===== config.mk =====
export PLATFORM = sky130hd
export DESIGN_NAME = gbd_calc
export DESIGN_NICKNAME = d
export VERILOG_FILES = /design/src/gbd_pkg.sv /design/src/gbd_calc.sv
export SDC_FILE = /design/constraint.sdc
export NUM_CORES = 1
export LEC_CHECK = 0
export BUFFER_PORTS_ARGS = -buffer_cell sky130_fd_sc_hd__buf_2
export CAP_MARGIN = 20
export CORE_ASPECT_RATIO = 0.5
export CORE_MARGIN = 10
export CORE_UTILIZATION = 55
export DETAILED_ROUTE_END_ITERATION = 12
export PLACE_DENSITY = 0.89
export SLEW_MARGIN = 30
export SYNTH_ARGS = -nofsm -noshare
export SYNTH_HDL_FRONTEND = slang
export SYNTH_SLANG_ARGS = --single-unit

===== constraint.sdc =====
create_clock -name vclk -period 12.1
set_input_delay 2.42 -clock vclk [all_inputs]
set_output_delay 2.42 -clock vclk [all_outputs]
set_load 0.1 [all_outputs]

===== src/gbd_pkg.sv =====
package gbd_pkg;

	// Scale mode codes held in the scale_mode register.
	localparam logic [2:0] MODE_FULL       = 3'd0;
	localparam logic [2:0] MODE_TWO_THIRDS = 3'd1;
	localparam logic [2:0] MODE_HALF       = 3'd2;
	localparam logic [2:0] MODE_THIRD      = 3'd3;
	localparam logic [2:0] MODE_QUARTER    = 3'd4;

	// Configuration register indexes.
	localparam logic [1:0] CFG_SCALE_MODE   = 2'd0;
	localparam logic [1:0] CFG_IMAGE_WIDTH  = 2'd1;
	localparam logic [1:0] CFG_IMAGE_HEIGHT = 2'd2;

	// Reset values of the configuration registers.
	localparam logic [11:0] WIDTH_RESET  = 12'd640;
	localparam logic [11:0] HEIGHT_RESET = 12'd480;

	// Reciprocal of nine in 16 fractional bits, exact for dividends below 2^15.
	localparam logic [12:0] RECIP_NINE = 13'd7282;

	// Everything the scan position decides about one pixel.
	typedef struct packed {
		logic [2:0] mode;     // effective scale mode
		logic       emit;     // pixel completes an output
		logic       eor;      // output closes an output row
		logic       eof;      // output closes the output frame
		logic       first;    // first pixel of a horizontal group
		logic       sum_wr;   // group closes, column sum is updated
		logic       band0;    // first row of a block band
		logic       line_wr;  // pixel goes into the line buffer
		logic       sh_u;     // two-thirds weights
		logic       sh_l;
		logic       sh_a;
		logic       sh_b;
	} item_info_t;

	// One result item leaving the arithmetic.
	typedef struct packed {
		logic       emit;
		logic [7:0] pixel;
		logic       eor;
		logic       eof;
	} result_t;

	// Truncated division of a 12-bit value by nine.
	function automatic logic [8:0] div9(input logic [11:0] s);
		logic [24:0] prod;
		prod = 25'(s) * 25'(RECIP_NINE);
		return prod[24:16];
	endfunction

endpackage


===== src/gbd_calc.sv =====
module gbd_calc
	import gbd_pkg::*;
(
	input  item_info_t  info,
	input  logic [7:0]  px,
	input  logic [7:0]  up,
	input  logic [7:0]  upper_left,
	input  logic [7:0]  left,
	input  logic [11:0] hsum,
	input  logic [11:0] col_sum,
	output result_t     res,
	output logic [11:0] sum_wdata
);

	logic [1:0]  sh_ul;
	logic [1:0]  sh_up;
	logic [1:0]  sh_lf;
	logic [1:0]  sh_px;
	logic [9:0]  wsum;
	logic [8:0]  q_two;
	logic [11:0] block_sum;
	logic [8:0]  q_three;

	// Two-thirds: four weighted neighbors, then times four over nine.
	always_comb begin
		sh_ul = 2'(info.sh_u) + 2'(info.sh_a);
		sh_up = 2'(info.sh_u) + 2'(info.sh_b);
		sh_lf = 2'(info.sh_l) + 2'(info.sh_a);
		sh_px = 2'(info.sh_l) + 2'(info.sh_b);
		wsum  = 10'(upper_left >> sh_ul) + 10'(up >> sh_up)
		      + 10'(left >> sh_lf) + 10'(px >> sh_px);
		q_two = div9({wsum, 2'b00});
	end

	// Box modes: add this row's group sum to the column sum of the band.
	always_comb begin
		block_sum = info.band0 ? hsum : col_sum + hsum;
		q_three   = div9(block_sum);
		sum_wdata = block_sum;
	end

	// Select the output pixel by mode.
	always_comb begin
		res.emit = info.emit;
		res.eor  = info.eor;
		res.eof  = info.eof;
		case (info.mode)
			MODE_FULL:       res.pixel = px;
			MODE_TWO_THIRDS: res.pixel = q_two[7:0];
			MODE_HALF:       res.pixel = block_sum[9:2];
			MODE_THIRD:      res.pixel = q_three[7:0];
			default:         res.pixel = block_sum[11:4];
		endcase
	end

endmodule

# Word-level counts from Yosys, hierarchy flattened
# Index checks and enable logic that the tools add are counted.
# classes
multipliers,2
mux,2
n_eq_ne,3
addsub,8
shifts,4
n_reduce_logical,1
# ops
operator,count
>> shifter 8 x 2 -> 10 bit,4
one-hot mux 8 bit (4 select lines),1
adder 10 bit,3
"multiplier 12 x 12 -> 23 bit, second input constant",1
"multiplier 10 x 12 -> 21 bit, second input constant",1
adder 12 bit,1
2-to-1 mux 12 bit,1
adder 1 x 1 -> 2 bit,4
"== test 3 x 2 -> 1 bit, second input constant",2
"== test 3 x 1 -> 1 bit, second input constant",1
logical NOT 3 bit,1
# totals
ff_bits,0
output_inout_bits,23
input_bits,70
word_cells,20

# Logic depth before layout (Yosys ltp)
# depth
word_depth,7
mapped_depth,35
depth_no_buf,34

# Worst setup path before layout
# Ideal clock, no wire load.
# synth_path
path_kind,input -> output
startpoint,input hsum[0]
endpoint,output res[7] (netlist name)
stages,26
path_buffers,0
slack_ps,-2216
t_arrival_ps,11896
required_ps,9680
cell_sequence,ha_1 > fa_1 > a21o_1 > a21oi_1 > o21bai_1 > nand2_1 > xor2_1 > o21ai_0 > inv_1 > fa_1 > inv_1 > ha_1 > fa_1 > inv_1 > fa_1 > inv_1 > fa_1 > ha_1 > a21o_1 > a21oi_1 > o211ai_1 > a21oi_2 > o31a_2 > and3_1 > o21ai_0 > a32oi_1
# synth_lines
item,line,source
start: declaration,gbd_calc.sv:9,"input logic [11:0] hsum,"
end: declaration,gbd_calc.sv:11,"output result_t res,"

==> metrics.log <==
[metrics] status: finished, violations left
[metrics] violations in the final reports: negative setup slack
[metrics] total via count after detailed routing: about 6,300
[metrics] maximum single-stage delay on the critical path: approximately 570 ps
[metrics] Worst Path Required: approximately 9700 ps
[metrics] average wire per cell in the routed design: 22.0 um
[metrics] cells after synthesis: roughly 700
[metrics] Worst Path Arrival: roughly 10,000 ps
[metrics] Pre-Repair DR Iteration Count: 6
[metrics] worst hold slack: ~4800 ps
[metrics] post-route core utilization: 0.745
[metrics] nature of the critical path endpoint: primary output
[metrics] post-synthesis instance area: 6330 um2
[metrics] Max transition margin: 0.574
[metrics] sum of routed wire length over all layers: 22,200 um
[metrics] top library cells by usage in the layout, fill and taps aside: inv_1 (140), ha_1 (129), buf_4 (88), buf_2 (73), fa_1 (70)
[metrics] Via density: 6.29
[metrics] number of placement rows: 27
[metrics] Avg Inst Size Synth: about 9 um2
[metrics] simple-gate share of the synthesized area: 0.0883
[metrics] area fraction in compound gates after synthesis: 0.138
[metrics] post-placement cell count: approximately 990
[metrics] post-route fraction of the period consumed by the critical path: 1.07
[metrics] number of flip-flops and latches: 0
[metrics] distinct cell type count of the synthesized netlist: 70
[metrics] Die Footprint: about 16,000 um2
[metrics] number of design-rule violations left by the first detailed-router iteration: roughly 550
[metrics] share of cell area taken by muxes after synthesis: 0.0883
[metrics] vias in the first global route: 6,506
[metrics] WS Path Type: in2out
[metrics] YS warnings: 0
[metrics] maximum frequency from static timing analysis: 77.4 MHz
[metrics] shortest period the worst path allows: between 10,000 and 15,000 ps
[metrics] dominant cell type by count on the critical path: inv_2
[metrics] die width: roughly 170 um
[metrics] die extent in y: approximately 96 um
[metrics] net count of the finished layout: about 1,200
[metrics] number of pins with negative max-slew slack in the final report: 0
[metrics] area of the core region: 11,100 um2
[metrics] post-synthesis share of cell area spent on xor and xnor gates: 0.0478
[metrics] final count of hold timing violations: 0
[metrics] Final Setup Violations: 8
[metrics] cell with the largest stage delay on the worst path: fa_1
[metrics] register area share after synthesis: 0
[metrics] All-Layer GR Usage: 0.233
[metrics] setup repair after global routing missed its margin: yes
[metrics] type of the tightest min-delay check: in2out
[metrics] max cap viols: 0
[metrics] area used by sequential logic in the layout: 0 um2
[metrics] peak fanout along the critical path: 5
[metrics] Cell Count, Final, Fillers Out: about 1,000
[metrics] # port buffers: 84
[metrics] setup slack after layout: -812 ps
[metrics] P&R area growth vs syn: 30.8%
[metrics] count of unresolved DRC violations after routing: 0
[metrics] adder-cell area share of the yosys netlist: 0.531
[metrics] ratio of cells with drive above 1 in the final layout: 0.345
[metrics] CP Launch Type: primary input
[metrics] most common cell after layout, fill and taps aside: inv_1
[metrics] wire length of the first global-routing pass: between 30,000 and 40,000 um
[metrics] starting density of the core: 0.570
[metrics] global placement routability congestion: 0.965
[metrics] Post-Syn Nets: about 1,000
[metrics] main combinational cell family by area after synthesis: adder cells
[metrics] pin count of the biggest net entering global routing: 27
[metrics] post-detailed-route count of antenna-violating nets: 0
[metrics] IO Pins: 93
[metrics] number of clock buffers in the layout: 0
[metrics] Diodes inserted: 0
[metrics] initial antenna violation count: 0
[metrics] detailed-placement wirelength estimate: around 16,000 um
[metrics] actual slew at the worst max-slew pin: just over 600 ps
[metrics] remaining global-route overflow: 0
[stage by stage]
step	setup WS [ps]	TNS, ps	instance area, um2
after detailed placement	-861	-5240	7760
after global placement	-625	-3560	7760
final	-812	-5120	8280
after floorplan	-429	-1520	6620
after CTS	-514	-2670	8060
after global routing	-996	-6590	8280
[metal layers]
| layer | GRT usage | vias to the layer above | routed length [um] |
|---|---|---|---|
| li1 | - | 2705 | - |
| met1 | 0.254 | 3039 | 7820 |
| met2 | 0.456 | 416 | 10700 |
| met3 | 0.0241 | 181 | 1720 |
| met4 | 0.103 | 0 | 1900 |
| met5 | 0 | - | 0 |
[synth_stat cells (2+ instances only)]
cell type,n,share of area
a211o_1,3,0.0042
a211oi_1,6,0.0071
a211oi_2,3,0.0059
a21boi_0,2,0.0024
a21boi_2,2,0.0036
a21o_1,13,0.015
a21oi_1,38,0.030
a31oi_1,2,0.0020
a32oi_1,3,0.0042
and2_1,2,0.0020
and3_1,2,0.0020
buf_4,3,0.0036
clkbuf_1,12,0.0071
fa_1,73,0.23
ha_1,152,0.30
inv_1,156,0.092
mux2_2,7,0.012
mux2i_1,12,0.019
mux4_2,15,0.053
nand2_1,22,0.013
nand2b_1,4,0.0040
nand3_1,13,0.010
nand3b_1,3,0.0036
nand4_1,3,0.0030
nor2_1,28,0.017
nor2b_1,7,0.0069
nor3_1,7,0.0055
nor4_1,2,0.0020
o211ai_1,6,0.0071
o21a_1,5,0.0059
o21ai_0,16,0.013
o21bai_1,6,0.0071
o31ai_1,2,0.0024
or2_2,5,0.0049
xnor2_1,23,0.032
xor2_1,9,0.012
[repair_timing]
action	CTS	global route
setup buffers	8	12
gates resized for setup	45	32
cloned	0	0
hold buffers	0	0
pin swaps	53	54
endpoints found under the setup margin	8	8
[final timing paths]
kind / from / end / slack (ps) / cells after the start
setup / recovery: info[1] / res[5] / -810 / 34
hold / removal: info[8] / res[0] / 4840 / 0
[area by class of cell]
type	count	area [um2]
tap	145	181
timing repair buffer	179	1300
inverter	158	593
multi-input combinational	526	6210
fill	660	2830
[critical path: cells and delay by family]
kind,cells,cell delay (ps)
compound gates,8,1480
xor+xnor,1,200
buf+inv,9,760
mux,3,1280
simple gates,3,320
fa+ha+maj,10,4030
[cells by family after synthesis]
family | Yosys count
buffers and inverters | 175
adders and majority gates | 225
and+or+nand+nor | 108
AOI/OAI and AO/OA | 125
muxes | 35
xor gates and xnor gates | 33
Power is not shown: default switching activity piles up to over one toggle a cycle in this logic, so the estimate is an artifact.
