File: src/gbd_ram.sv
module gbd_ram #(
	parameter int WIDTH = 8,
	parameter int DEPTH = 16
) (
	input  logic                     clk,
	input  logic                     we,
	input  logic [$clog2(DEPTH)-1:0] waddr,
	input  logic [WIDTH-1:0]         wdata,
	input  logic                     re,
	input  logic [$clog2(DEPTH)-1:0] raddr,
	output logic [WIDTH-1:0]         rdata
);

	logic [WIDTH-1:0] mem [DEPTH];

	// One write port and one registered read port; a read at the written
	// address returns the old contents.
	always_ff @(posedge clk) begin
		if (we) begin
			mem[waddr] <= wdata;
		end
		if (re) begin
			rdata <= mem[raddr];
		end
	end

endmodule

File: config.mk
export PLATFORM = sky130hd
export DESIGN_NAME = gbd_ram
export DESIGN_NICKNAME = d
export VERILOG_FILES = /design/src/gbd_ram.sv
export SDC_FILE = /design/constraint.sdc
export NUM_CORES = 1
export LEC_CHECK = 0
export BUFFER_PORTS_ARGS = -buffer_cell sky130_fd_sc_hd__buf_2
export CAP_MARGIN = 10
export CORE_MARGIN = 10
export CORE_UTILIZATION = 40
export CTS_BUF_LIST = sky130_fd_sc_hd__clkbuf_8
export DETAILED_ROUTE_END_ITERATION = 6
export GPL_TIMING_DRIVEN = 0
export SLEW_MARGIN = 20
export SYNTH_ARGS = -nofsm -noshare
export SYNTH_HDL_FRONTEND = slang
export SYNTH_SLANG_ARGS = --single-unit
File: constraint.sdc
create_clock -name clk -period 2.5 [get_ports clk]
set_input_delay 0.5 -clock clk [delete_from_list [all_inputs] [get_ports clk]]
set_output_delay 0.5 -clock clk [all_outputs]
set_load 0.01 [all_outputs]
## Yosys cells after proc, flatten, opt, wreduce, memory -nomap -nowiden

Memory sizes are Yosys's and may differ from the RTL's. A register that Yosys moved wholly into a read port is not among the register bits.
Cells that the tools add are included.

- Muxes and demuxes: 2

Operators with widths:

| operator | number |
|---|---|
| 1-bit two-way mux | 2 |

- Memories: 1
- Bits in writable memories: 128
- Bits of input ports: 19
- Register bits: 0

Memory list:

| name | words | width | rd ports | clocked after memory_dff | write ports | RTL line | RTL |
|---|---|---|---|---|---|---|---|
| mem | 16 | 8 | 1 | 1 | 1 | 14 | `logic [WIDTH-1:0] mem [DEPTH];` |

## Longest topological paths before layout

Gate-level depths: netlist of run 1.

- Depth after elaboration: 2
- Depth in mapped cells: 5

## Least setup slack after synthesis of run 1

No wires, ideal clock.

- Path kind: input port to flip-flop
- From: input waddr[2]
- To: memory mem[0][0] (enable)
- Stages: 2
- Buffers on the path: 0
- Data arrival time: 1,610 ps
- Slack: 507 ps
- Cell sequence: or3b_2 nor3_1

RTL lines:

| item | RTL line | RTL |
|---|---|---|
| start: declaration | 7 | `input logic [$clog2(DEPTH)-1:0] waddr,` |
| end: declaration | 14 |  |

No word-level cell before the write port.

## Worst setup path after layout of run 1

- From: input waddr[2]
- To: memory mem[2][4] (enable)

No word-level cell before the write port.

==> results.md, run 1 <==
* Status: finished, final reports clean
* Fin crit share at 0.716
* Clock sink count at approximately 140
* Sequential fraction of design power at 0.560
* Yosys warns at 0
* R2R depth at 3
* Combinational Power Share at 0.054
* Reg2Reg Launch Point: mem[5][3]$_DFFE_PP_
* Max-Cap Viols at 0
* Total power at 4.60 mW
* Crit-path max FO at 8
* Netlist cell types at 18
* Area of the die at around 18000 um^2
* Synth Instances at roughly 230
* Busiest grt layer: met1
* Layout fillers at 1112
* LEAKAGE at around 2.0 nW
* M2 GR Usage at 0.155
* Final WL at around 9.9 mm
* Worst vdd rail ir drop at 0.357 mV
* Clock-pin slew on the worst setup and hold paths at approximately 0.07 ns
* Pre-CTS setup slack at 0.272 ns
* Fin. max-slew vios at 0
* Met1 usage at 0.160
* Hold depth at 1
* First-pass GRT wire length at around 15 mm
* Power share of the clock group at 0.386
* Post-synthesis net count at 248
* CP Launch Type: primary input
* Largest cells by area after synthesis: edfxtp_1, mux4_2, mux4_1
* R2R Path End: rdata[3]$_DFFE_PP_
* Fin nets at between 200 and 300
* Arr. time, crit path at ~1.8 ns
* Hold endpoint: rdata[4]$_DFFE_PP_
* Placer Congestion at ~0.73
* Share of the synthesized area in the top cell type at 0.781
* P_int at between 3 and 4 mW
* DRC violations left at 0
* Final Hold Viols at 0
* Layout cell share with drive strength beyond 1 at 0.297
* HP Start: re
* M3 GR Usage at 0.0321
* Cell area after placement at approximately 5600 um^2
* Via Count at ~2400
* Post-Route Hold Slack at between 0.3 and 0.4 ns
* Crit path kind: primary input to flop
* Cell with the most instances after synthesis: edfxtp_1
* # setup viols final at 0
* Minimum clock period at approximately 1.8 ns
* CP required at about 2.6 ns
* I/O Pins at 27
* Vias per inst at about 5.2
* Number of post-CTS setup repair buffers at 0
* Post-route ant nets at 0
* Hold bufs inserted after CTS at 0
* Detailed Routing Iterations Pass 1 at 4
* ANT cells at 0
* Worst-skew pair later-pin latency at roughly 0.43 ns
* Slew of the pin with the lowest slew margin at between 0.8 and 0.9 ns
* CTS tree: yes
* Post-CTS sizing at 0
* Number of DRC markers in iteration 0 at between 150 and 200
* Clock root buffer: clkbuf_8
* Pwr dens at 769 nW/um^2
* Area grow syn2layout at 14.4%
* # port buffers at 25
* Vias in the first global route at 2356
* Top cell type by total area after synthesis: edfxtp_1
* GRT Total Usage at 0.113
* Die Span Y at roughly 130 um
* Most common flop cell mapped by yosys: edfxtp_1
* GRT overflow at 0
* Rows at around 40
* Die W at approximately 130 um
* Cell area after layout at 5980 um^2
* Largest net degree at the start of global routing at 17
* Seq/Total Area, Yosys at 0.781
* Routed len/inst at 21.6 um
* Hpwl dp at approximately 6.4 mm
* Critical Path Sink Type: flop
* RSZ-0062 raised after global routing: no
* Synth cell count leaders: edfxtp_1, mux4_2, a22oi_1, mux4_1, nor2_1
* R2R Setup Slk at ~0.96 ns
* Switching share of total power at 0.210
* Starting Density at 0.411
* Clock Path Buffers at 2
* Fmax at between 500 and 600 MHz
* Max-slew headroom at 0.423
* Syn avg cell area at about 23 um^2
* Hold crit path type: primary input to flop
* Asr flop ratio synth at 0
* Synthesis-stage register bit count at ~140
* H-tree levels at 4
* Synthesized cell area at around 5200 um^2
* Post-synth EDFFs at between 100 and 150
* Net switching power at around 0.96 mW
* Clock skew at roughly 0.0085 ns
* CP startpoint: waddr[2]
* Core outline area at about 13000 um^2
* Num CTS Buffers at 17
* Initial antenna violation count at 0
* Setup ws final at just over 0.7 ns
## through the flow
| step | utilization | setup TNS (ns) | instances |
|---|---|---|---|
| 2_1_floorplan | - | 0 | 229 |
| 3_3_place_gp | 0.438 | -0.224 | 426 |
| 3_5_place_dp | 0.439 | 0 | 426 |
| 4_1_cts | 0.470 | 0 | 458 |
| 5_1_grt | 0.470 | 0 | 458 |
| 6_report | 0.470 | 0 | 458 |
## cell type report
| cell class | count | area (um^2) | area share |
|---|---|---|---|
| plain buffers | 10 | 86.3 | 0.0144 |
| clock buffers | 17 | 234 | 0.0391 |
| clock inverters | 15 | 160 | 0.0268 |
| multi-input cells | 83 | 1080 | 0.180 |
| flip-flops and latches | 136 | 4080 | 0.683 |
| well taps | 172 | 215 | 0.0360 |
| repair buffers | 25 | 125 | 0.0209 |
## metal layers
metal	wire, um	up-vias	part of all wire
li1	-	1068	-
met3	517	11	0.052
met5	0	-	0
met2	4570	74	0.46
met1	4620	1228	0.47
met4	178	0	0.018
## power by group through the flow
stage / sequential [mW] / clock (mW) / combinational (mW)
after CTS: 2.58 / 1.80 / 0.251
final: 2.58 / 1.78 / 0.247
after floorplan: 2.63 / 0 / 0.130
after global routing: 2.58 / 1.91 / 0.269
after global placement: 2.62 / 0 / 0.243
after detailed placement: 2.63 / 0 / 0.250
## sequential cells by signal, summed over array words and instances (netlist names)
name / flops
rdata: 8
mem: 128
## logic make-up (layout without fill, tap and decap cells)
kind of cell           after synthesis  in the layout  share of synthesized area
AO/OA/AOI/OAI                       16             16                     0.0230
multiplexers                        32             32                      0.148
buffers and inverters               10             67                     0.0165
AND/OR/NAND/NOR                     35             35                     0.0314
flip-flops                         136            136                      0.781
## worst max-delay path, cell delays in order
cell and delay (ns):
buf_2 0.11, or3b_2 0.54, nor2_1 0.69
## how the worst max path moves through the flow
stage | endpoint | slack, ns | cells after the start
detailed placement | mem[2][0]$_DFFE_PP_ | 0.27 | 3
finish | mem[2][4]$_DFFE_PP_ | 0.71 | 3
CTS | mem[3][6]$_DFFE_PP_ | 0.73 | 3
global route | mem[2][5]$_DFFE_PP_ | 0.63 | 3
floorplan | mem[0][0]$_DFFE_PP_ | 0.51 | 2
global placement | mem[0][0]$_DFFE_PP_ | -0.03 | 3
## layout by cell type (no fill, tap or decap), types with 4 or more instances in the layout
cell type / n
nor2_1: 13
edfxtp_1: 136
clkbuf_8: 17
mux4_1: 14
clkinv_1: 4
a22oi_1: 16
nor3_2: 4
mux4_2: 18
buf_2: 28
nand2_1: 9
No activity file was read; power rests on OpenSTA's default activity.
==> run 2, diff against run 1 <==
- clock period: 2.5 -> 1.55 ns (I/O delays scaled with it)
==> results.md, run 2 (synthesis gave the netlist of run 1 again) <==
* Status: finished, violations left
* Violated checks: negative setup slack
* Setup ws final at -0.0345 ns
* Arr. time, crit path at around 1.6 ns
* Max-Cap Viols at 0
* Worst Path Buf+Inv at 1
* Largest registers: mem: 128 flops, rdata: 8 flops
* Top Family by Delay on Critical Path: simple AND/OR/NAND/NOR gates
* Fin nets at approximately 290
* Worst vdd rail ir drop at ~0.75 mV
* LEAKAGE at 1.95 nW
* Placer Congestion at 0.732
* RSZ-0062 raised after global routing: yes
* GRT overflow at 0
* Clock skew at between 0.005 and 0.006 ns
* Fin crit share at 1.02
* Post-route ant nets at 0
* Max-slew headroom at 0.446
* CP required at about 1.6 ns
* Initial antenna violation count at 0
* Pwr dens at roughly 1300 nW/um^2
* Clock-pin slew on the worst setup and hold paths at approximately 0.07 ns
* GRT Total Usage at 0.119
* Clock Path Buffers at 2
* Cell area after layout at approximately 6000 um^2
* Vias per inst at between 5 and 6
* Final core occ at 0.471
* CTS tree: yes
* Detailed Routing Iterations Pass 1 at 4
* # port buffers at 25
* Num CTS Buffers at 17
* Slew of the pin with the lowest slew margin at roughly 0.83 ns
* Vias in the first global route at about 2500
* DRC violations left at 0
* Worst-skew pair later-pin latency at 0.42 ns
* ANT cells at 0
* Die W at 134 um
* Most frequent cells in the layout: edfxtp_1, buf_2, mux4_2
* Number of DRC markers in iteration 0 at approximately 210
* # setup viols final at 11
* Clock root buffer: clkbuf_8
* Area of the die at 18000 um^2
* Clock sink count at around 140
* Crit-path slowest cell: nor3_2
* Number of post-CTS setup repair buffers at 0
* Crit-path max FO at 8
* Hold crit path type: primary input to flop
* Fin. max-slew vios at 0
* First-pass GRT wire length at 15.3 mm
* Worst path cell trace: buf_2, or3b_2, nor3_2
* Top reg by flops: mem
* Routed len/inst at about 22 um
* Layout cell share with drive strength beyond 1 at 0.332
* Largest register FFs at 128
* Die Span Y at 134 um
* Most common cell after layout, fill and taps aside: edfxtp_1
* Minimum clock period at about 1.6 ns
* Rows at between 40 and 50
* Starting Density at 0.411
* Crit path kind: primary input to flop
* Final Hold Viols at 0
* I/O Pins at 27
* H-tree levels at 4
* Core outline area at ~13000 um^2
* Critical Path Sink Type: flop
* Cell area after placement at approximately 5600 um^2
* Via Count at ~2400
* Final WL at approximately 10 mm
* Slowest cell delay on critical path at 0.66 ns
* CP Launch Type: primary input
* Area grow syn2layout at 14.6%
* Largest net degree at the start of global routing at 17
* Fmax at around 630 MHz
* Total power at 7.51 mW
* Hpwl dp at around 6.6 mm
run 2: per-stage QoR:
stage	hold slack, ns	worst slack (ns)	instances	setup TNS, ns
2_1_floorplan	0.409	-0.0261	229	-0.751
3_3_place_gp	0.648	-0.618	426	-43.31
3_5_place_dp	0.660	-0.493	426	-33.69
4_1_cts	0.206	-0.0136	458	-0.151
5_1_grt	0.212	-0.0803	458	-1.17
6_report	0.218	-0.0345	458	-0.266
run 2: what timing repair did:
action,CTS,global route
hold endpoints to repair,0,0
hold buffers,0,0
endpoints found under the setup margin,16,25
gates resized for setup,2,4
run 2: layout make-up:
class	count	area [um^2]
clock buffers	17	234
plain buffers	10	97.6
repair buffers	25	125
well taps	172	215
multi-input cells	83	1070
clock inverters	15	169
fillers	1103	6730
flip-flops and latches	136	4080
run 2: final timing paths:
check                                     startpoint                  end  slack [ns]  depth (start not counted)
worst max-delay path                        waddr[2]  mem[0][1]$_DFFE_PP_       -0.03                          3
worst max register to register   mem[5][2]$_DFFE_PP_   rdata[2]$_DFFE_PP_        0.07                          3
worst min-delay path                              re   rdata[2]$_DFFE_PP_        0.22                          1
worst min register to register  mem[11][2]$_DFFE_PP_   rdata[2]$_DFFE_PP_        0.78                          3
run 2: where the power goes:
part	switching (mW)	total [mW]	internal (mW)	leakage [nW]
combinational	0.248	0.416	0.168	0.494
sequential	0.0172	4.16	4.14	1.24
clock	1.24	2.94	1.70	0.218
total	1.50	7.51	6.01	1.95
run 2: worst reg2reg max path, cell delays in order (launching register included):
cell      delay, ns
edfxtp_1       0.36
mux4_1         0.58
a22oi_2        0.20
nand2_1        0.09
run 2: per-layer routing:
metal | track usage | routed length [um] | share of wire
met4 | 0.0435 | 67 | 0.0065
met1 | 0.159 | 4500 | 0.44
met5 | 0 | 0 | 0
met3 | 0.0407 | 804 | 0.078
met2 | 0.174 | 4930 | 0.48
