File: src/gbd_pkg.sv
package gbd_pkg;

	// Scale mode codes held in the scale_mode register.
	localparam logic [2:0] MODE_FULL       = 3'd0;
	localparam logic [2:0] MODE_TWO_THIRDS = 3'd1;
	localparam logic [2:0] MODE_HALF       = 3'd2;
	localparam logic [2:0] MODE_THIRD      = 3'd3;
	localparam logic [2:0] MODE_QUARTER    = 3'd4;

	// Configuration register indexes.
	localparam logic [1:0] CFG_SCALE_MODE   = 2'd0;
	localparam logic [1:0] CFG_IMAGE_WIDTH  = 2'd1;
	localparam logic [1:0] CFG_IMAGE_HEIGHT = 2'd2;

	// Reset values of the configuration registers.
	localparam logic [11:0] WIDTH_RESET  = 12'd640;
	localparam logic [11:0] HEIGHT_RESET = 12'd480;

	// Reciprocal of nine in 16 fractional bits, exact for dividends below 2^15.
	localparam logic [12:0] RECIP_NINE = 13'd7282;

	// Everything the scan position decides about one pixel.
	typedef struct packed {
		logic [2:0] mode;     // effective scale mode
		logic       emit;     // pixel completes an output
		logic       eor;      // output closes an output row
		logic       eof;      // output closes the output frame
		logic       first;    // first pixel of a horizontal group
		logic       sum_wr;   // group closes, column sum is updated
		logic       band0;    // first row of a block band
		logic       line_wr;  // pixel goes into the line buffer
		logic       sh_u;     // two-thirds weights
		logic       sh_l;
		logic       sh_a;
		logic       sh_b;
	} item_info_t;

	// One result item leaving the arithmetic.
	typedef struct packed {
		logic       emit;
		logic [7:0] pixel;
		logic       eor;
		logic       eof;
	} result_t;

	// Truncated division of a 12-bit value by nine.
	function automatic logic [8:0] div9(input logic [11:0] s);
		logic [24:0] prod;
		prod = 25'(s) * 25'(RECIP_NINE);
		return prod[24:16];
	endfunction

endpackage

File: src/gbd_scan.sv
module gbd_scan
	import gbd_pkg::*;
#(
	parameter int MAX_WIDTH = 2048
) (
	input  logic                             clk,
	input  logic                             arst_n,
	input  logic [2:0]                       scale_mode,
	input  logic [11:0]                      image_width,
	input  logic [11:0]                      image_height,
	input  logic                             restart,
	input  logic                             advance,
	output item_info_t                       info,
	output logic [$clog2(MAX_WIDTH)-1:0]     col,
	output logic [$clog2(MAX_WIDTH/2)-1:0]   grp
);

	localparam int CW        = $clog2(MAX_WIDTH);
	localparam int SUM_DEPTH = MAX_WIDTH / 2;
	localparam int GW        = $clog2(SUM_DEPTH);
	localparam int WE        = (CW + 1 > 12) ? CW + 1 : 12;

	logic [CW-1:0] col_q;
	logic [11:0]   row_q;
	logic [1:0]    ph_q;
	logic [1:0]    band_q;
	logic [GW:0]   grp_q;

	logic [2:0]    mode;
	logic [1:0]    blk_m1;
	logic [2:0]    blkw;
	logic [WE-1:0] w_e;
	logic [11:0]   h_e;
	logic [WE:0]   col_x;
	logic [WE:0]   wx;
	logic [12:0]   row_x;
	logic [12:0]   hx;
	logic          last_col;
	logic          last_row;
	logic          col_fit;
	logic          row_fit;
	logic          col_end;
	logic          row_end;
	logic          ph_last;
	logic          band_last;
	logic          grp_ok;

	// Effective mode, block size and frame size.
	always_comb begin
		mode = (scale_mode > MODE_QUARTER) ? MODE_QUARTER : scale_mode;
		case (mode)
			MODE_TWO_THIRDS: blk_m1 = 2'd2;
			MODE_HALF:       blk_m1 = 2'd1;
			MODE_THIRD:      blk_m1 = 2'd2;
			MODE_QUARTER:    blk_m1 = 2'd3;
			default:         blk_m1 = 2'd0;
		endcase
		blkw = {1'b0, blk_m1} + 3'd1;
		if (image_width == 12'd0) begin
			w_e = WE'(1);
		end else if (WE'(image_width) > WE'(MAX_WIDTH)) begin
			w_e = WE'(MAX_WIDTH);
		end else begin
			w_e = WE'(image_width);
		end
		h_e = (image_height == 12'd0) ? 12'd1 : image_height;
	end

	// Position tests: does the current block fit, is it the last one.
	always_comb begin
		col_x     = (WE+1)'(col_q);
		wx        = {1'b0, w_e};
		row_x     = {1'b0, row_q};
		hx        = {1'b0, h_e};
		last_col  = (col_x + (WE+1)'(1)) == wx;
		last_row  = (row_x + 13'd1) == hx;
		col_fit   = (col_x + (WE+1)'(blkw) - (WE+1)'(ph_q)) <= wx;
		row_fit   = (row_x + 13'(blkw) - 13'(band_q)) <= hx;
		col_end   = (col_x + (WE+1)'(1) + (WE+1)'(blkw)) > wx;
		row_end   = (row_x + 13'd1 + 13'(blkw)) > hx;
		ph_last   = ph_q == blk_m1;
		band_last = band_q == blk_m1;
		grp_ok    = grp_q < (GW+1)'(SUM_DEPTH);
	end

	// Per-pixel control for the datapath.
	always_comb begin
		info         = '0;
		info.mode    = mode;
		info.first   = ph_q == 2'd0;
		info.band0   = band_q == 2'd0;
		info.sh_u    = band_q == 2'd2;
		info.sh_l    = band_q == 2'd1;
		info.sh_a    = ph_q == 2'd2;
		info.sh_b    = ph_q == 2'd1;
		case (mode)
			MODE_FULL: begin
				info.emit = 1'b1;
				info.eor  = last_col;
				info.eof  = last_col && last_row;
			end
			MODE_TWO_THIRDS: begin
				info.line_wr = 1'b1;
				info.emit    = (band_q != 2'd0) && (ph_q != 2'd0) && col_fit && row_fit;
				info.eor     = ph_last && col_end;
				info.eof     = ph_last && col_end && band_last && row_end;
			end
			default: begin
				info.sum_wr = ph_last && grp_ok;
				info.emit   = ph_last && grp_ok && band_last && row_fit;
				info.eor    = ph_last && col_end;
				info.eof    = ph_last && col_end && band_last && row_end;
			end
		endcase
	end

	// Raster position and block phase counters.
	always_ff @(posedge clk or negedge arst_n) begin
		if (!arst_n) begin
			col_q  <= '0;
			row_q  <= '0;
			ph_q   <= '0;
			band_q <= '0;
			grp_q  <= '0;
		end else if (restart) begin
			col_q  <= '0;
			row_q  <= '0;
			ph_q   <= '0;
			band_q <= '0;
			grp_q  <= '0;
		end else if (advance) begin
			if (last_col) begin
				col_q <= '0;
				ph_q  <= '0;
				grp_q <= '0;
				if (last_row) begin
					row_q  <= '0;
					band_q <= '0;
				end else begin
					row_q  <= row_q + 12'd1;
					band_q <= band_last ? 2'd0 : band_q + 2'd1;
				end
			end else begin
				col_q <= col_q + CW'(1);
				ph_q  <= ph_last ? 2'd0 : ph_q + 2'd1;
				grp_q <= grp_q + (GW+1)'(ph_last);
			end
		end
	end

	assign col = col_q;
	assign grp = grp_q[GW-1:0];

	a_col_in_frame: assert property (@(posedge clk) disable iff (!arst_n)
		col_x < wx)
		else $error("column position beyond frame width");

	a_row_in_frame: assert property (@(posedge clk) disable iff (!arst_n)
		row_x < hx)
		else $error("row position beyond frame height");

	a_phase_in_block: assert property (@(posedge clk) disable iff (!arst_n)
		ph_q <= blk_m1 && band_q <= blk_m1)
		else $error("block phase beyond block size");

	a_restart_clears: assert property (@(posedge clk) disable iff (!arst_n)
		restart |=> col_q == '0 && row_q == '0 && ph_q == 2'd0 && band_q == 2'd0)
		else $error("frame restart did not clear the position");

endmodule

File: config.mk
export PLATFORM = sky130hd
export DESIGN_NAME = gbd_scan
export DESIGN_NICKNAME = d
export VERILOG_FILES = /design/src/gbd_pkg.sv /design/src/gbd_scan.sv
export SDC_FILE = /design/constraint.sdc
export NUM_CORES = 1
export LEC_CHECK = 0
export ABC_AREA = 1
export BUFFER_PORTS_ARGS = -buffer_cell sky130_fd_sc_hd__buf_2
export CAP_MARGIN = 20
export CELL_PAD_IN_SITES_DETAIL_PLACEMENT = 0
export CELL_PAD_IN_SITES_GLOBAL_PLACEMENT = 1
export CORE_UTILIZATION = 47
export DETAILED_ROUTE_END_ITERATION = 8
export PLACE_DENSITY_LB_ADDON = 0.1
export RECOVER_POWER = 50
export SETUP_SLACK_MARGIN = 0.02
export SLEW_MARGIN = 20
export SYNTH_ARGS = -nofsm -noshare
export SYNTH_HDL_FRONTEND = slang
export SYNTH_SLANG_ARGS = --single-unit
File: constraint.sdc
create_clock -name clk -period 13.9 [get_ports clk]
set_clock_uncertainty 0.15 [all_clocks]
set_input_delay 2.78 -clock clk [delete_from_list [all_inputs] [get_ports clk]]
set_output_delay 2.78 -clock clk [all_outputs]
set_load 0.02 [all_outputs]
== Word-level counts from Yosys, hierarchy flattened ==
Cells that the tools add are included.
Word-level totals
  register bits: 38
  bits in latches: 0
  memory bits (writable): 0
  memory bits (read-only): 0
  input bits: 31
  output and inout port bits: 35
  word-level logic and storage cells: 87
  memories kept: 0
Cells by class
  add/subtract/negate cells: 14
  multipliers: 0
  divide/modulo/power cells: 0
  order comparisons: 7
  eq/ne operators: 12
  shift-type cells: 0
  multiplexer cells: 27
  bitwise gates (word level): 0
  reductions and logical operators: 22
Operator list (number)
  $mux 12: 7
  $mux 11: 6
  $add 12x3->13: 2
  $eq 13x12->1: 2
  $gt 13x12->1: 2
  $le 13x12->1: 2
  $logic_not 12->1: 2
  $mux 2: 9
  $add 12x1->13 const B: 1
  $add 13x3->13: 1
  $sub 12x2->13: 1
  $sub 13x2->13: 1
  $add 11x1->12 const B: 1
  $add 11x3->12: 1
  $add 12x1->12 const B: 1
  $gt 12x12->1 const B: 1
  $add 11x1->11: 1
  $add 11x1->11 const B: 1
  $lt 11x11->1 const B: 1
  $logic_and 1x1->1: 10
  $reduce_bool 2->1: 4
  $eq 3x2->1 const B: 2
  $pmux 2 s3: 1
  $pmux 3 s2: 1
  other kinds (14): 21

== Depth between registers and ports, before layout ==
Gate-level depths: netlist of the first run.
  word-level depth: 12
  depth in mapped cells: 30
  depth with buffers taken out: 30

== Worst setup path after synthesis of the first run ==
Ideal clock, no wire load.
  path type: input -> output
  start: input port scale_mode[0]
  end: output port info[10] in the netlist's numbering
  arrival time: 6655 ps
  required time: 10970 ps
  path slack: 4315 ps
  stages on the path: 23
  path buffers: 0
  path through: inv_1 > nor2_1 > nor2_1 > ha_1 > inv_1 > fa_1 > fa_1 > o21ai_0 > a21oi_1 > o21ai_0 > xor2_1 > ha_1 > inv_1 > nor3_1 > o21ai_0 > nand3_1 > nand2_1 > nand3b_1 > nand2_1 > nand2_1 > nor2_1 > nand2_1 > nand2_1
RTL lines
  start: declaration: line gbd_scan.sv:8  | input logic [2:0] scale_mode,
  end: declaration: line gbd_scan.sv:13  | output item_info_t info,

==> results.toml, run 1 <==
[power_and_ir_drop]
p_per_area_nw_per_um2 = 75.3
vdd_ir_drop_max_v = 0.0000543
p_leak_nw = 3.84

[clocking]
holdBufCountCts = 0
clkLatencyLatePin_ns = 0.29
ctsHtreeMaxLevel = 2
clkSlewWorstSetupHoldPaths_ns = 0.06
cts_made_buffers = 5
cts_tree = "built"
clock-sinks = 38
postCtsSetupRepairBufs = 0
ctsResizeCount = 0
clockBufferDepth = 2
cts-root-buf = "clkbuf_16"

[final_layout]
final_nets = 1156
antenna_cells = 0
area_delta_synth_final_pct = 8.65
nFillCells = 1354
utilization = 0.532
layout-drive-gt1-share = 0.0772

[yosys]
ys.warnings.count = 0
synthesis.nets = 1104
synth_area_per_cell_um2 = 6.53
synth.top_cell.area_share = 0.220
syn_area_um2 = 6250
yosysTopAreaCell = "ha_1"
synth_cell_type_count = 40
yosysSeqAreaShare = 0.152
netlist_top_cells_area = "ha_1, dfrtp_1, nand2_1"
syn_inst = 957
synth.ff_latch_count = 38
synthArstFlopShare = 1.00
synthFlopType = "dfrtp_1"
synth_edf_count = 0

[timing]
finalHoldViolCount = 0
worst_pin_slew_ns = 2.27
slew_viol_final = 39
period_share = 0.719
rsz0062_at_grt = "false"
tns_ns = 0
slew-limit-headroom = -0.516
max_freq_ghz = 0.100
final.min_clock_period_ns = 9.99
setup_viol = 0

[setup_path]
reg2reg_depth = 14
r2r_end = "row_q[7]"
crit_type = "in -> out"
cpMaxStageDelayCell = "fa_1"
critPathMaxFanout = 6
crit_path_start = "scale_mode[2]"
worstPathCellList = "buf_2 -> nor2_1 -> nor2_1 -> ha_1 -> inv_1 -> fa_1 -> fa_1 -> o21ai_0 -> a21oi_1 -> o21ai_0 -> xor2_1 -> ha_1 -> inv_1 -> nor3_1 -> o21ai_0 -> nand3_1 -> nand2_1 -> nand3b_1 -> nand2_1 -> nand2_1 -> nor2_1 -> nand2_1 -> nand2_1 -> buf_2"
crit_arrival_ns = 7.06
end_kind = "output pin"
crit_path_max_incr_delay_ns = 0.48
crit_end = "info[10]"
cp_common_cell = "nand2_1"
cp.required_ns = 10.97
timing.rr.start = "col[0]"
rrSetupSlack_ns = 10.97
cp-start-kind = "input port"

[floorplan]
pin_count = 66
std_cell_rows = 41
initial_core_util = 0.489
dieArea_um2 = 13800
core_um2 = 12800
die_w_um = 117
die_y_um = 117

[routing]
dr.pass1.iters = 6
detail_route.iter0.violations = 362
vias_per_cell = 5.09
drc_errors = 0
antenna_left = 0
drt-total-wl_mm = 17.3
vias = 6022
wl_per_cell_um = 14.6

[placed_design]
io_buffers = 65
hpwl_mm = 14.1
gp_congestion = 0.898

[status]
outcome = "complete, but fails checks"
violations = "capacitance limit, slew limit"

[global_route]
grt_usage = 0.258
antenna_found_initial = 0
grt_pass1_wl_mm = 28.5
overflow = 0
grt_pass1_vias = 5762
grt_max_degree = 39

[worst_hold_path]
hold_path_class = "reg -> reg"

[flow_run]
max_cap_violations = 1
[flip-flops by register name, indices dropped and copies added, names as in the netlist]
register / flops
col: 11
band_q: 2
ph_q: 2
grp_q: 11
row_q: 12
[report_power, final]
group | switching, mW | leakage, nW | internal [mW]
Sequential | 0.00781 | 0.524 | 0.115
Combinational | 0.155 | 3.23 | 0.0990
Clock | 0.0509 | 0.0836 | 0.0842
[cell usage after synthesis (3+ instances only)]
cell and instances:
nand2_1 247, inv_1 153, ha_1 110, nor2_1 90
nand3_1 87, a21oi_1 49, xor2_1 39, dfrtp_1 38
xnor2_1 17, nand4_1 15, nor3_1 15, o21ai_0 14
buf_4 11, o22ai_1 10, fa_1 6, clkbuf_1 5
nand3b_1 5, nor2_2 5, buf_6 4, nand2_2 4
nand3_2 4, and3_1 3, inv_2 3, nand2_4 3
o211ai_1 3, o21ai_1 3
[worst min-delay path by stage]
stage,from,to,slack (ns),depth (start not counted)
final,grp_q[0],grp_q[0],0.40,2
after global placement,grp_q[0],grp_q[0],0.37,2
after CTS,grp_q[0],grp_q[0],0.39,2
after floorplan,grp_q[0],grp_q[0],0.33,2
after detailed placement,grp_q[0],grp_q[0],0.38,2
after global routing,grp_q[0],grp_q[0],0.43,2
[stage by stage]
stage	cells	hold WS (ns)	area, um2	worst slack [ns]	power (mW)
3_5_place_dp	1174	0.378	6650	3.86	0.378
5_1_grt	1182	0.429	6790	3.44	0.558
6_report	1182	0.396	6790	3.91	0.511
4_1_cts	1182	0.393	6810	3.84	0.515
3_3_place_gp	1174	0.367	6650	3.95	0.378
2_1_floorplan	957	0.329	6250	4.32	0.311
[worst max-delay path, delay by kind of cell]
family	cells	cell delay, ns
buffers and inverters	4	0.51
AO/OA/AOI/OAI	4	0.93
adder cells (fa/ha/maj)	4	1.65
AND/OR/NAND/NOR	11	1.06
XOR/XNOR	1	0.12
[logic make-up (layout without fill, tap and decap cells)]
group	Yosys count	in the layout	share of synthesized area
xor+xnor	56	56	0.0785
simple gates	484	484	0.338
buf+inv	178	231	0.118
fa+ha+maj	116	116	0.239
compound gates	85	85	0.0739
flops	38	38	0.152
[layout by cell type (no fill, tap or decap), types with 4 or more instances in the layout]
cell	n
xor2_1	39
buf_2	47
dfrtp_1	38
nand2_1	247
nand3_2	4
nand4_1	15
nand3b_1	5
ha_1	110
nand2_2	4
clkbuf_1	18
o22ai_1	10
nor2_1	90
inv_1	153
clkbuf_16	5
nor3_1	15
nor2_2	5
nand3_1	87
fa_1	6
o21ai_0	14
xnor2_1	17
a21oi_1	49
[cell type report]
class	instances	area (um2)	area share
Inverter	157	589	0.0868
Clock buffer	5	125	0.0184
Clock inverter	3	40.0	0.00590
Timing Repair Buffer	66	310	0.0457
Sequential cell	38	951	0.140
Tap cell	172	215	0.0317
Multi-Input combinational cell	741	4560	0.672
[per-layer routing]
metal  routed length, um  vias up  track usage
li1                    -     3158            -
met1                7580     2701        0.315
met2                8700      130        0.477
met3                 523       33       0.0180
met4                 491        0       0.0828
met5                   0        -            0
Power figures use the tool's default switching activity.
==> run 2: changes to the inputs <==
ABC_AREA = 0   (was 1)
CORE_UTILIZATION = 46   (was 47)
clock period = 10.4 ns   (was 13.9 ns; I/O delays follow)
==> run 2 against run 1 <==
The run still ends with capacitance limit, slew limit left. Global-route usage grew 1.0 points. Critical path type unchanged. Die area grew 2.3%. Design area hardly changed. Core utilization shrank 1.9 points. Area after synthesis grew 0.16%. Power rose by 35%. Worst setup slack lost 2.8 ns.
==> results.toml, run 2 <==
[worst_hold_path]
hold_path_class = "reg -> reg"
min_path_cells = 2
min_to = "grp_q[0]"
hold_start = "grp_q[0]"

[global_route]
overflow = 0
grt_pass1_vias = 5543
antenna_found_initial = 0
grt_usage = 0.269
grt_max_degree = 39
grt_pass1_wl_mm = 29.7

[clocking]
clkSlewWorstSetupHoldPaths_ns = 0.07
clock-sinks = 38
postCtsSetupRepairBufs = 0
holdBufCountCts = 0
clkLatencyLatePin_ns = 0.30
cts-root-buf = "clkbuf_16"
ctsHtreeMaxLevel = 2
ctsResizeCount = 0
cts_made_buffers = 5
clockBufferDepth = 2
cts_tree = "built"

[yosys]
yosysSeqAreaShare = 0.152
ys.warnings.count = 0
yosysTopAreaCell = "ha_1"
synthesis.nets = 930
syn_inst = 783
synth_edf_count = 0
netlist_top_cells_area = "ha_1, dfrtp_1, xnor2_1"
synth.top_cell.area_share = 0.220
synth_common_cells = "ha_1, inv_1, nand2_1"
synthArstFlopShare = 1.00
synth.ff_latch_count = 38
synth_area_per_cell_um2 = 8.00
yosysMostFrequentCell = "ha_1"
synth_cell_type_count = 65
syn_area_um2 = 6260
synthFlopType = "dfrtp_1"

[setup_path]
critPathMaxFanout = 4
reg2reg_depth = 9
r2r_end = "row_q[11]"
worstPathCellList = "buf_2 -> inv_1 -> a21oi_1 -> inv_1 -> ha_1 -> inv_1 -> fa_1 -> inv_1 -> ha_1 -> a21o_1 -> a21oi_1 -> o21ai_0 -> a31oi_1 -> nor2b_1 -> o21ai_0 -> nor2b_1 -> xnor2_1 -> ha_1 -> nand4_1 -> o21ai_0 -> o41ai_1 -> a21oi_1 -> a211oi_1 -> buf_2"
timing.rr.start = "col[0]"
crit_type = "in -> out"
crit_buf_inv = 6
cp.required_ns = 8.17
critPathTopFamily = "compound AO/OA/AOI/OAI gates"
cpMaxStageDelayCell = "fa_1"
crit_arrival_ns = 7.04
cp-start-kind = "input port"
end_kind = "output pin"
cp_common_cell = "inv_1"
rrSetupSlack_ns = 6.33
crit_path_max_incr_delay_ns = 0.56

[final_layout]
post-route-cell-area_um2 = 6800
largest_reg_flops = 12
layout_common_cells = "ha_1, inv_1, nand2_1"
layout-drive-gt1-share = 0.0982
mostFrequentLayoutCell = "ha_1"
utilization = 0.513
final_nets = 971
regMostFlops = "row_q"
area_delta_synth_final_pct = 8.53
antenna_cells = 0
nFillCells = 1317

[placed_design]
io_buffers = 65
postPlaceCellArea_um2 = 6620
hpwl_mm = 15.1
gp_congestion = 0.928

[power_and_ir_drop]
p_per_area_nw_per_um2 = 102
vdd_ir_drop_max_v = 0.0000654
p_leak_nw = 3.21

[floorplan]
die_w_um = 119
die_y_um = 119
pin_count = 66
std_cell_rows = 42
core_um2 = 13200
dieArea_um2 = 14100
initial_core_util = 0.473

[timing]
period_share = 0.891
rsz0062_at_grt = "false"
tns_ns = 0
holdWs_ns = 0.370
slew-limit-headroom = -0.501
slew_viol_final = 39
finalHoldViolCount = 0
worst_pin_slew_ns = 2.25
final.min_clock_period_ns = 9.27
setup_viol = 0
max_freq_ghz = 0.108

[routing]
drt-total-wl_mm = 18.3
drc_errors = 0
antenna_left = 0
vias_per_cell = 5.69
dr.pass1.iters = 7
detail_route.iter0.violations = 387
vias = 5698
wl_per_cell_um = 18.3

[status]
violations = "capacitance limit, slew limit"
outcome = "complete, but fails checks"

[flow_run]
max_cap_violations = 1
-- run 2: cell count changes in the layout (fill, tap and decap cells not counted), sizes merged, moves of 8 or more --
cell,previous run,this run
a21o,1,17
o21ai,17,37
nor3,15,27
nor2,96,59
inv,156,92
xnor2,17,57
xnor3,0,8
nand2b,0,10
nand3,91,21
o31ai,0,9
xor2,39,16
nor2b,0,10
nand2,255,63
-- run 2: cells by family after synthesis --
| logic type | count (synthesis) | share of synthesized area |
|---|---|---|
| adders and majority gates | 116 | 0.239 |
| and+or+nand+nor | 258 | 0.212 |
| xor gates and xnor gates | 81 | 0.135 |
| AOI/OAI and AO/OA | 163 | 0.170 |
| buffers and inverters | 124 | 0.0867 |
| muxes | 3 | 0.00500 |
| DFF | 38 | 0.152 |
-- run 2: worst min-delay path: stages, from the launching register on --
cell and delay [ns]:
dfrtp_1 0.37, nand2_1 0.05, o21ai_0 0.06
-- run 2: stage by stage --
| stage | worst slack, ns | cells | power [mW] |
|---|---|---|---|
| 2_1_floorplan | 1.79 | 783 | 0.391 |
| 3_5_place_dp | 1.08 | 993 | 0.478 |
| 5_1_grt | 0.739 | 1001 | 0.745 |
| 6_report | 1.13 | 1001 | 0.692 |
| 3_3_place_gp | 1.40 | 993 | 0.468 |
| 4_1_cts | 1.09 | 1001 | 0.697 |
-- run 2: worst max-delay path by stage --
stage,slack [ns],from,cells after the start,end
floorplan,1.79,scale_mode[0],23,info[10]
CTS,1.09,scale_mode[0],24,info[10]
global route,0.74,scale_mode[0],24,info[10]
finish,1.13,scale_mode[0],24,info[10]
detailed placement,1.08,scale_mode[0],24,info[10]
global placement,1.40,scale_mode[0],24,info[10]
-- run 2: metal layers --
| layer | vias to the layer above | wire (um) | GRT usage |
|---|---|---|---|
| li1 | 2822 | - | - |
| met1 | 2664 | 9170 | 0.406 |
| met2 | 195 | 7740 | 0.403 |
| met3 | 17 | 1160 | 0.0352 |
| met4 | 0 | 260 | 0.0578 |
| met5 | - | 0 | 0 |
-- run 2: cell type report --
cell class	instances	area [um2]	share of cell area
Sequential cell	38	951	0.140
Multi-Input combinational cell	621	4770	0.702
Clock buffer	6	139	0.0204
Tap cell	176	220	0.0324
Inverter	92	345	0.0508
Clock inverter	2	60.1	0.00884
Timing Repair Buffer	66	310	0.0457
-- run 2: power by group --
part | internal, mW | leakage, nW | total, mW | switching [mW]
sequential | 0.153 | 0.525 | 0.165 | 0.0119
clock | 0.144 | 0.0971 | 0.216 | 0.0714
combinational | 0.131 | 2.59 | 0.311 | 0.180
total | 0.429 | 3.21 | 0.692 | 0.264
